--- src/rtl/slt_pkg.sv ---
// slt_pkg: shared types and constants of the sta/lta event trigger
// field widths, fixed-point constants, register indexes, config and result structs
// no dependencies
package slt_pkg;

   localparam int SAMPLE_W  = 24;   // width of the sample field on the bus
   localparam int PEAK_W    = 24;   // width of the reported peak
   localparam int FRAC_BITS = 8;    // fractional bits of the averages
   localparam int AVG_FLOOR = 256;  // lowest value the long average may take
   localparam int SHIFT_W   = 4;
   localparam int RATIO_W   = 4;
   localparam int LEVEL_W   = 24;
   localparam int WARM_W    = 16;
   localparam int CSR_IDX_W = 3;
   localparam int CSR_DATA_W = 24;

   typedef enum logic [CSR_IDX_W-1:0] {
      CSR_SHORT_SHIFT  = 3'd0,
      CSR_LONG_SHIFT   = 3'd1,
      CSR_ON_RATIO     = 3'd2,
      CSR_OFF_RATIO    = 3'd3,
      CSR_STRONG_LEVEL = 3'd4
   } csr_index_type;

   typedef struct packed {
      logic [SHIFT_W-1:0] short_shift;
      logic [SHIFT_W-1:0] long_shift;
      logic [RATIO_W-1:0] on_ratio;
      logic [RATIO_W-1:0] off_ratio;
      logic [LEVEL_W-1:0] strong_level;
   } cfg_type;

   typedef struct packed {
      logic              strong_res;
      logic [PEAK_W-1:0] peak;
      logic              occurred;
   } res_type;

endpackage

--- src/rtl/sta_lta_event_trigger_core.sv ---
// sta_lta_event_trigger_core: top level of the short/long average event trigger
// depends on slt_pkg, slt_front, slt_track (and slt_avg below it)
//
// one signed sample in per req beat, exactly one result out per rsp beat, in order.
// each sample is rectified, scaled by 256 and folded into a short and a long
// exponential average (floor shifts, long average floored at 256, frozen during an
// event, both seeded from the first sample). after 2^long_shift warm-up samples an
// event opens when short > long*on_ratio and closes when short < long*off_ratio;
// the closing beat reports occurred=1, the event peak and whether it reaches
// strong_level, all other beats carry zeros. throughput is one sample per clock while
// rsp keeps up; a sample passes the input register holding the rectified magnitude,
// then the result register. the clock period is set by the state loop: average
// update (subtract, shift, add, floor) feeding the ratio product and compare. the
// input side keeps taking beats while a result waits on rsp, so a stall costs
// nothing until both registers are full. no memories, no clearing pass: the block
// is ready straight out of reset. csr writes take effect at once and are meant to
// be made while no sample is in flight.
module sta_lta_event_trigger_core #(
   parameter int SAMPLE_BITS = 24
) (
   input  logic                              clock,
   input  logic                              reset,
   // sample stream
   input  logic                              req_tvalid,
   output logic                              req_tready,
   input  logic [23:0]                       req_tdata,  // [23:0] sample
   // result stream
   output logic                              rsp_tvalid,
   input  logic                              rsp_tready,
   output logic [31:0]                       rsp_tdata,  // [0] occurred, [24:1] peak,
                                                         // [25] strong_res, rest zero
   // register writes
   input  logic                              csr_we,
   input  logic [slt_pkg::CSR_IDX_W-1:0]     csr_index,
   input  logic [slt_pkg::CSR_DATA_W-1:0]    csr_wdata
);

   slt_pkg::cfg_type        cfg_ff;
   slt_pkg::res_type        res;
   slt_pkg::res_type        rsp_data_ff;
   logic                    rsp_valid_ff;
   logic                    front_valid;
   logic                    out_en;
   logic                    step_en;
   logic [SAMPLE_BITS-1:0]  mag;

   // result register free, or being emptied this cycle
   assign out_en  = !rsp_valid_ff || rsp_tready;
   assign step_en = front_valid && out_en;

   // configuration registers
   always_ff @(posedge clock) begin
      if (reset) begin
         cfg_ff.short_shift  <= slt_pkg::SHIFT_W'(3);
         cfg_ff.long_shift   <= slt_pkg::SHIFT_W'(8);
         cfg_ff.on_ratio     <= slt_pkg::RATIO_W'(4);
         cfg_ff.off_ratio    <= slt_pkg::RATIO_W'(2);
         cfg_ff.strong_level <= slt_pkg::LEVEL_W'(100000);
      end else if (csr_we) begin
         unique case (csr_index)
            slt_pkg::CSR_SHORT_SHIFT:  cfg_ff.short_shift  <= csr_wdata[slt_pkg::SHIFT_W-1:0];
            slt_pkg::CSR_LONG_SHIFT:   cfg_ff.long_shift   <= csr_wdata[slt_pkg::SHIFT_W-1:0];
            slt_pkg::CSR_ON_RATIO:     cfg_ff.on_ratio     <= csr_wdata[slt_pkg::RATIO_W-1:0];
            slt_pkg::CSR_OFF_RATIO:    cfg_ff.off_ratio    <= csr_wdata[slt_pkg::RATIO_W-1:0];
            slt_pkg::CSR_STRONG_LEVEL: cfg_ff.strong_level <= csr_wdata[slt_pkg::LEVEL_W-1:0];
            default: ;  // unmapped index, write dropped
         endcase
      end
   end

   // input register with rectifier
   slt_front #(.SAMPLE_BITS(SAMPLE_BITS)) u_front (
      .clock     (clock),
      .reset     (reset),
      .in_valid  (req_tvalid),
      .in_ready  (req_tready),
      .sample    (req_tdata),
      .out_valid (front_valid),
      .out_ready (out_en),
      .mag       (mag)
   );

   // averages, warm-up and event state
   slt_track #(.SAMPLE_BITS(SAMPLE_BITS)) u_track (
      .clock   (clock),
      .reset   (reset),
      .step_en (step_en),
      .mag     (mag),
      .cfg     (cfg_ff),
      .res     (res)
   );

   // result register
   always_ff @(posedge clock) begin
      if (reset) begin
         rsp_valid_ff <= 1'b0;
      end else if (step_en) begin
         rsp_valid_ff <= 1'b1;
      end else if (rsp_tready) begin
         rsp_valid_ff <= 1'b0;
      end
   end

   always_ff @(posedge clock) begin
      if (step_en) begin
         rsp_data_ff <= res;
      end
   end

   assign rsp_tvalid = rsp_valid_ff;
   assign rsp_tdata  = {6'b0, rsp_data_ff};

`ifndef SYNTHESIS
   // a result without an event end carries no peak and no strong flag
   a_quiet_beat_zero: assert property (@(posedge clock) disable iff (reset)
      rsp_valid_ff && !rsp_data_ff.occurred |->
         (rsp_data_ff.peak == '0) && !rsp_data_ff.strong_res)
      else $error("result without event end carries peak or strong flag");

   // a sample moving out of the input register lands in the result register
   a_step_lands: assert property (@(posedge clock) disable iff (reset)
      step_en |=> rsp_valid_ff)
      else $error("processed sample did not reach the result register");

   // input side only stalls when both registers are occupied and the result is not taken
   a_stall_cause: assert property (@(posedge clock) disable iff (reset)
      !req_tready |-> front_valid && rsp_valid_ff && !rsp_tready)
      else $error("input stalled with room in the pipeline");

   // the result register never moves while it is held
   a_hold_result: assert property (@(posedge clock) disable iff (reset)
      rsp_valid_ff && !rsp_tready |=> $stable(rsp_data_ff))
      else $error("result register changed while stalled");
`endif

endmodule

--- src/rtl/slt_front.sv ---
// slt_front: input stage, rectifies the sample and holds its magnitude
// depends on slt_pkg
module slt_front #(
   parameter int SAMPLE_BITS = 24
) (
   input  logic                          clock,
   input  logic                          reset,
   input  logic                          in_valid,
   output logic                          in_ready,
   input  logic [slt_pkg::SAMPLE_W-1:0]  sample,
   output logic                          out_valid,
   input  logic                          out_ready,
   output logic [SAMPLE_BITS-1:0]        mag
);

   logic                   valid_ff;
   logic [SAMPLE_BITS-1:0] mag_ff;
   logic [SAMPLE_BITS-1:0] raw;
   logic [SAMPLE_BITS-1:0] rect;

   // bits above SAMPLE_BITS are ignored; most negative value maps onto itself
   assign raw      = sample[SAMPLE_BITS-1:0];
   assign rect     = raw[SAMPLE_BITS-1] ? (~raw + SAMPLE_BITS'(1)) : raw;
   assign in_ready = !valid_ff || out_ready;

   always_ff @(posedge clock) begin
      if (reset) begin
         valid_ff <= 1'b0;
      end else if (in_valid && in_ready) begin
         valid_ff <= 1'b1;
      end else if (out_ready) begin
         valid_ff <= 1'b0;
      end
   end

   always_ff @(posedge clock) begin
      if (in_valid && in_ready) begin
         mag_ff <= rect;
      end
   end

   assign out_valid = valid_ff;
   assign mag       = mag_ff;

endmodule

--- src/rtl/slt_avg.sv ---
// slt_avg: one step of an exponential average with floor shift and optional floor
// depends on slt_pkg
module slt_avg #(
   parameter int AVG_W = 32
) (
   input  logic [AVG_W-1:0]            avg_cur,
   input  logic [AVG_W-1:0]            target,
   input  logic [slt_pkg::SHIFT_W-1:0] shift,
   input  logic                        floor_en,
   output logic [AVG_W-1:0]            avg_next
);

   logic signed [AVG_W:0] diff;
   logic signed [AVG_W:0] step;
   logic signed [AVG_W:0] sum;

   always_comb begin
      diff = signed'({1'b0, target}) - signed'({1'b0, avg_cur});
      step = diff >>> shift;   // arithmetic shift rounds towards minus infinity
      sum  = signed'({1'b0, avg_cur}) + step;
      if (floor_en && (sum < signed'((AVG_W+1)'(slt_pkg::AVG_FLOOR)))) begin
         avg_next = AVG_W'(slt_pkg::AVG_FLOOR);
      end else begin
         avg_next = sum[AVG_W-1:0];
      end
   end

endmodule

--- src/rtl/slt_track.sv ---
// slt_track: average state, warm-up counter and event tracking
// depends on slt_pkg and slt_avg
module slt_track #(
   parameter int SAMPLE_BITS = 24
) (
   input  logic                    clock,
   input  logic                    reset,
   input  logic                    step_en,
   input  logic [SAMPLE_BITS-1:0]  mag,
   input  slt_pkg::cfg_type        cfg,
   output slt_pkg::res_type        res
);

   localparam int AVG_W  = SAMPLE_BITS + slt_pkg::FRAC_BITS;
   localparam int PROD_W = AVG_W + slt_pkg::RATIO_W;

   logic [AVG_W-1:0]              short_ff, short_in;
   logic [AVG_W-1:0]              long_ff, long_in;
   logic [SAMPLE_BITS-1:0]        peak_ff, peak_in;
   logic                          event_ff, event_in;
   logic                          primed_ff;
   logic [slt_pkg::WARM_W-1:0]    warm_ff, warm_in;

   logic [AVG_W-1:0]              scaled;
   logic [AVG_W-1:0]              seed_long;
   logic [AVG_W-1:0]              cur_short, cur_long;
   logic [AVG_W-1:0]              long_step;
   logic [PROD_W-1:0]             prod_on, prod_off, short_ext;
   logic [SAMPLE_BITS-1:0]        peak_max;
   logic [slt_pkg::WARM_W-1:0]    warm_limit;
   logic                          warming;

   assign scaled    = {mag, slt_pkg::FRAC_BITS'(0)};
   assign seed_long = (scaled < AVG_W'(slt_pkg::AVG_FLOOR)) ? AVG_W'(slt_pkg::AVG_FLOOR)
                                                             : scaled;
   // first sample after reset seeds both averages
   assign cur_short = primed_ff ? short_ff : scaled;
   assign cur_long  = primed_ff ? long_ff  : seed_long;

   slt_avg #(.AVG_W(AVG_W)) u_short (
      .avg_cur  (cur_short),
      .target   (scaled),
      .shift    (cfg.short_shift),
      .floor_en (1'b0),
      .avg_next (short_in)
   );

   slt_avg #(.AVG_W(AVG_W)) u_long (
      .avg_cur  (cur_long),
      .target   (scaled),
      .shift    (cfg.long_shift),
      .floor_en (1'b1),
      .avg_next (long_step)
   );

   // long average frozen while an event is open
   assign long_in    = event_ff ? cur_long : long_step;
   assign short_ext  = PROD_W'(short_in);
   assign prod_on    = PROD_W'(long_in) * PROD_W'(cfg.on_ratio);
   assign prod_off   = PROD_W'(long_in) * PROD_W'(cfg.off_ratio);
   assign peak_max   = (mag > peak_ff) ? mag : peak_ff;
   assign warm_limit = slt_pkg::WARM_W'(1) << cfg.long_shift;
   assign warming    = warm_ff < warm_limit;
   assign warm_in    = warming ? (warm_ff + slt_pkg::WARM_W'(1)) : warm_ff;

   always_comb begin
      event_in = event_ff;
      peak_in  = peak_ff;
      res      = '0;
      if (!warming) begin
         if (!event_ff) begin
            if (short_ext > prod_on) begin
               event_in = 1'b1;
               peak_in  = mag;
            end
         end else begin
            peak_in = peak_max;
            if (short_ext < prod_off) begin
               event_in       = 1'b0;
               res.occurred   = 1'b1;
               res.peak       = slt_pkg::PEAK_W'(peak_max);
               res.strong_res = slt_pkg::LEVEL_W'(peak_max) >= cfg.strong_level;
            end
         end
      end
   end

   always_ff @(posedge clock) begin
      if (reset) begin
         short_ff  <= '0;
         long_ff   <= AVG_W'(slt_pkg::AVG_FLOOR);
         peak_ff   <= '0;
         event_ff  <= 1'b0;
         primed_ff <= 1'b0;
         warm_ff   <= '0;
      end else if (step_en) begin
         short_ff  <= short_in;
         long_ff   <= long_in;
         peak_ff   <= peak_in;
         event_ff  <= event_in;
         primed_ff <= 1'b1;
         warm_ff   <= warm_in;
      end
   end

endmodule

--- config.mk ---
export PLATFORM = sky130hd
export DESIGN_NAME = sta_lta_event_trigger_core
export DESIGN_NICKNAME = d
export VERILOG_FILES = /design/src/rtl/slt_pkg.sv /design/src/rtl/sta_lta_event_trigger_core.sv /design/src/rtl/slt_front.sv /design/src/rtl/slt_avg.sv /design/src/rtl/slt_track.sv
export SDC_FILE = /design/constraint.sdc
export NUM_CORES = 2
export LEC_CHECK = 0
export ABC_AREA = 1
export BUFFER_PORTS_ARGS = -buffer_cell sky130_fd_sc_hd__buf_2
export CORE_MARGIN = 5
export CORE_UTILIZATION = 40
export DETAILED_ROUTE_END_ITERATION = 16
export PLACE_DENSITY = 0.57
export SLEW_MARGIN = 20
export SYNTH_ARGS = -nofsm -noshare
export SYNTH_HDL_FRONTEND = slang
export SYNTH_SLANG_ARGS = --single-unit
export TNS_END_PERCENT = 1
--- constraint.sdc ---
create_clock -name clock -period 11.25 [get_ports clock]
set_input_delay 1.125 -clock clock [delete_from_list [all_inputs] [get_ports clock]]
set_output_delay 1.125 -clock clock [all_outputs]
set_load 0.01 [all_outputs]
==> summary.txt <==
Clocking
  – TritonCTS buffer count: 17
  – Root Driver: clkbuf_16
  – Sinks on Clock Net: roughly 200
  – Worst-path clk slew: approximately 0.090 ns
  – H-tree depth: 4
  – Later-pin clock latency in the skew report: between 0.4 and 0.5 ns
  – CTS tree: done
  – Max Root-Sink Buffers: 2

Worst setup path
  – Critical path launch point type: flop
  – Crit Path Class: flop to flop
  – Worst Path Buf+Inv: 11
  – FF-to-FF End: rsp_tdata[4]
  – CP delay by family, top: simple AND/OR/NAND/NOR gates
  – Data arrival, critical path: roughly 11 ns
  – R2R depth: 65
  – Register-to-Register Setup Slack: roughly 0.19 ns
  – CP peak stage delay: 0.53 ns
  – Crit-path slowest cell: fa_1
  – Worst setup EP type: flop
  – CP Max Fanout: 13
  – Worst Setup SP: u_front.mag[23]
  – Crit path depth: 65
  – Worst R2R Start: u_front.mag[23]
  – Required time of the critical path: 11.57 ns
  – CP Capture Point: rsp_tdata[4]

Placement
  – GP Congestion: between 0.9 and 1
  – Dpl hpwl: between 90000 and 100000 um
  – Placement Setup Slack: -0.2620 ns
  – # port buffers: 83

Drt
  – Drt pass-1 iters: 6
  – WL met2: ~48000 um
  – Drt initial violations: ~2900
  – Vias per cell: 5.327
  – Drt drc: 0
  – Final wirelength: approximately 110000 um
  – Via count: around 31000
  – Routed len/inst: around 19 um
  – ANT nets after route: 0
  – Metal-1 WL: between 50000 and 60000 um
  – Highest metal used: met4
  – Routed wl met3: 8013 um

Floorplan
  – Core area: around 73000 um^2
  – Die Area: 79750 um^2
  – I/O pin cnt: 90
  – Rows: 99
  – Starting density of the core: 40.48%
  – Chip height: ~280 um
  – Die X: between 200 and 300 um

Timing
  – Unrepaired setup endpoints after global routing: true
  – Max-slew headroom: a little over a fifth
  – Fin crit share: 98.32%
  – Slew Viols, Final: 0
  – Peak Freq: approximately 90 MHz
  – Setup TNS: 0 ns
  – Final setup violation count: 0
  – Hold slack: around 0.47 ns
  – Slack of the critical path: 0.1895 ns
  – Worst Tran Pin Value: about 1.2 ns
  – Final min period: approximately 11 ns
  – Clk_skew: ~0.025 ns
  – Final hold vios: 0

Synth
  – Area share of the leading cell type in the synthesized netlist: a little over an eighth
  – #FFs+latches synth: around 200
  – Synth top area cells: ha_1 (14%), nand2_1 (13%), dfxtp_1 (10%)
  – Seq/Total Area, Yosys: ~15%
  – Ys async rst share: 0%
  – Most common flop cell mapped by yosys: dfxtp_1
  – Synth Instances: ~4600
  – YS warnings: 0
  – Mean area per synthesized cell: 6.400 um^2
  – Distinct cell type count of the synthesized netlist: 71
  – Syn Std Cell Area: just under 30000 um^2
  – Synth area leader: ha_1
  – Post-synth EDFFs: 50

Power
  – Worst IR Drop VDD: ~0.000092 V
  – P_leak: between 15 and 20 nW
  – Pwr/cell area: roughly 210 nW/um^2

Finish
  – Most frequent cells in the layout: nand2_1 (1020), inv_1 (737), nor2_1 (413)
  – Layout area overhead: 14.95%
  – Commonest non-fill, non-tap cell in the layout: nand2_1
  – Nets: around 5400
  – Fill cells: between 7000 and 8000
  – Ant diodes: 0
  – Ratio of cells with drive above 1 in the final layout: 13.77%

Global routing
  – GRT Util Overall: ~27%
  – First-pass GRT wire length: 169400 um
  – GRT overflow: 0
  – Initial antenna violation count: 1
  – Largest net degree at the start of global routing: 91
  – Number of global-route vias before repair: ~29000

Flow run
  – Max-Cap Viols: 0

Run status
  – Outcome: completed

Worst hold path
  – Hold_sp: cfg_ff[3]
  – Min-Delay Path Class: flop to flop
worst min-delay path by stage:
stage                     slack [ns]                  end  cells past startpoint
final                           0.47            cfg_ff[3]                      2
after CTS                       0.47            cfg_ff[3]                      2
after floorplan                 0.44           cfg_ff[11]                      2
after detailed placement        0.46            cfg_ff[3]                      2
after global routing            0.49  u_track.short_ff[2]                      2
after global placement          0.45            cfg_ff[3]                      2
routing by layer:
layer / up-vias / track usage [%]
met4: 0 / 6.334
met1: 14500 / 39.49
met5: - / 0
li1: 15610 / -
met3: 125 / 3.706
met2: 1065 / 42.74
logic make-up (layout without fill, tap and decap cells):
kind of cell | count (synthesis) | in the layout | share of synthesized area (%)
adder cells (fa/ha/maj) | 443 | 443 | 21.76
XOR/XNOR | 161 | 161 | 4.814
AO/OA/AOI/OAI | 931 | 931 | 17.86
flip-flops | 198 | 198 | 15.04
buffers and inverters | 930 | 1203 | 12.12
multiplexers | 9 | 9 | 0.3035
other | 1 | 6 | 0.01263
AND/OR/NAND/NOR | 1965 | 1965 | 28.08
worst register-to-register path: cells and delay by family (launching register included):
family                   cells  cell delay, ns
AND/OR/NAND/NOR             28            3.53
AO/OA/AOI/OAI               19            3.48
adder cells (fa/ha/maj)      6            2.18
buffers and inverters       11            1.13
flip-flops                   1            0.38
XOR/XNOR                     1            0.23
per-stage QoR:
step / util, % / area, um^2 / instances / power, mW
5_1_grt: 46.53 / 34120 / 5875 / 7.951
3_3_place_gp: 44.89 / 32920 / 5824 / 6.351
3_5_place_dp: 44.89 / 32920 / 5824 / 6.366
6_report: 46.53 / 34120 / 5875 / 7.254
4_1_cts: 45.74 / 33540 / 5856 / 7.033
2_1_floorplan: - / 29700 / 4643 / 4.352
cells in the mapped netlist, types with 14 or more instances:
| cell type | number |
|---|---|
| nand3_1 | 281 |
| a31oi_1 | 20 |
| o21ai_2 | 16 |
| xor2_1 | 80 |
| nand2_2 | 20 |
| o21ai_1 | 39 |
| edfxtp_1 | 50 |
| nor2_2 | 28 |
| o211ai_1 | 59 |
| fa_1 | 122 |
| dfxtp_1 | 148 |
| ha_1 | 321 |
| inv_1 | 739 |
| buf_1 | 14 |
| nand2_1 | 1043 |
| nor2_1 | 426 |
| a21o_1 | 17 |
| a21oi_1 | 396 |
| nor4_1 | 17 |
| nor3_1 | 38 |
| xnor2_1 | 80 |
| clkbuf_1 | 117 |
| nand4_1 | 59 |
| inv_2 | 29 |
| o21ai_0 | 288 |
power breakdown:
group / switching (mW) / internal (mW)
Clock: 0.336 / 0.305
Combinational: 3.68 / 2.12
Sequential: 0.0334 / 0.782
state kept, by name, summed over array words and instances (netlist names):
| register | cells |
|---|---|
| cfg_ff | 40 |
| u_track.long_ff | 32 |
| u_track.short_ff | 32 |
| rsp_tdata | 26 |
| u_front.mag | 24 |
| u_track.peak_ff | 24 |
| u_track.warm_ff | 16 |
| rsp_tvalid | 1 |
| u_front.out_valid | 1 |
| u_track.event_ff | 1 |
| u_track.primed_ff | 1 |
what timing repair did:
action                                 CTS  global route
endpoints found under the hold margin    0             0
pin swaps                                1            42
hold buffers                             0             0
setup endpoints to repair               44            51
gates cloned                             0             1
setup buffers                            0            18
resized for setup                        7           118
layout make-up:
| class | instances | area (um^2) | area share [%] |
|---|---|---|---|
| Clock inverter | 13 | 153.9 | 0.4511 |
| Inverter | 773 | 2909 | 8.526 |
| Tap cell | 959 | 1200 | 3.517 |
| Clock buffer | 19 | 442.9 | 1.298 |
| Timing Repair Buffer | 398 | 2873 | 8.420 |
| Sequential cell | 198 | 4466 | 13.09 |
| Multi-Input combinational cell | 3515 | 22070 | 64.70 |
No activity file was read; power rests on OpenSTA's default activity.
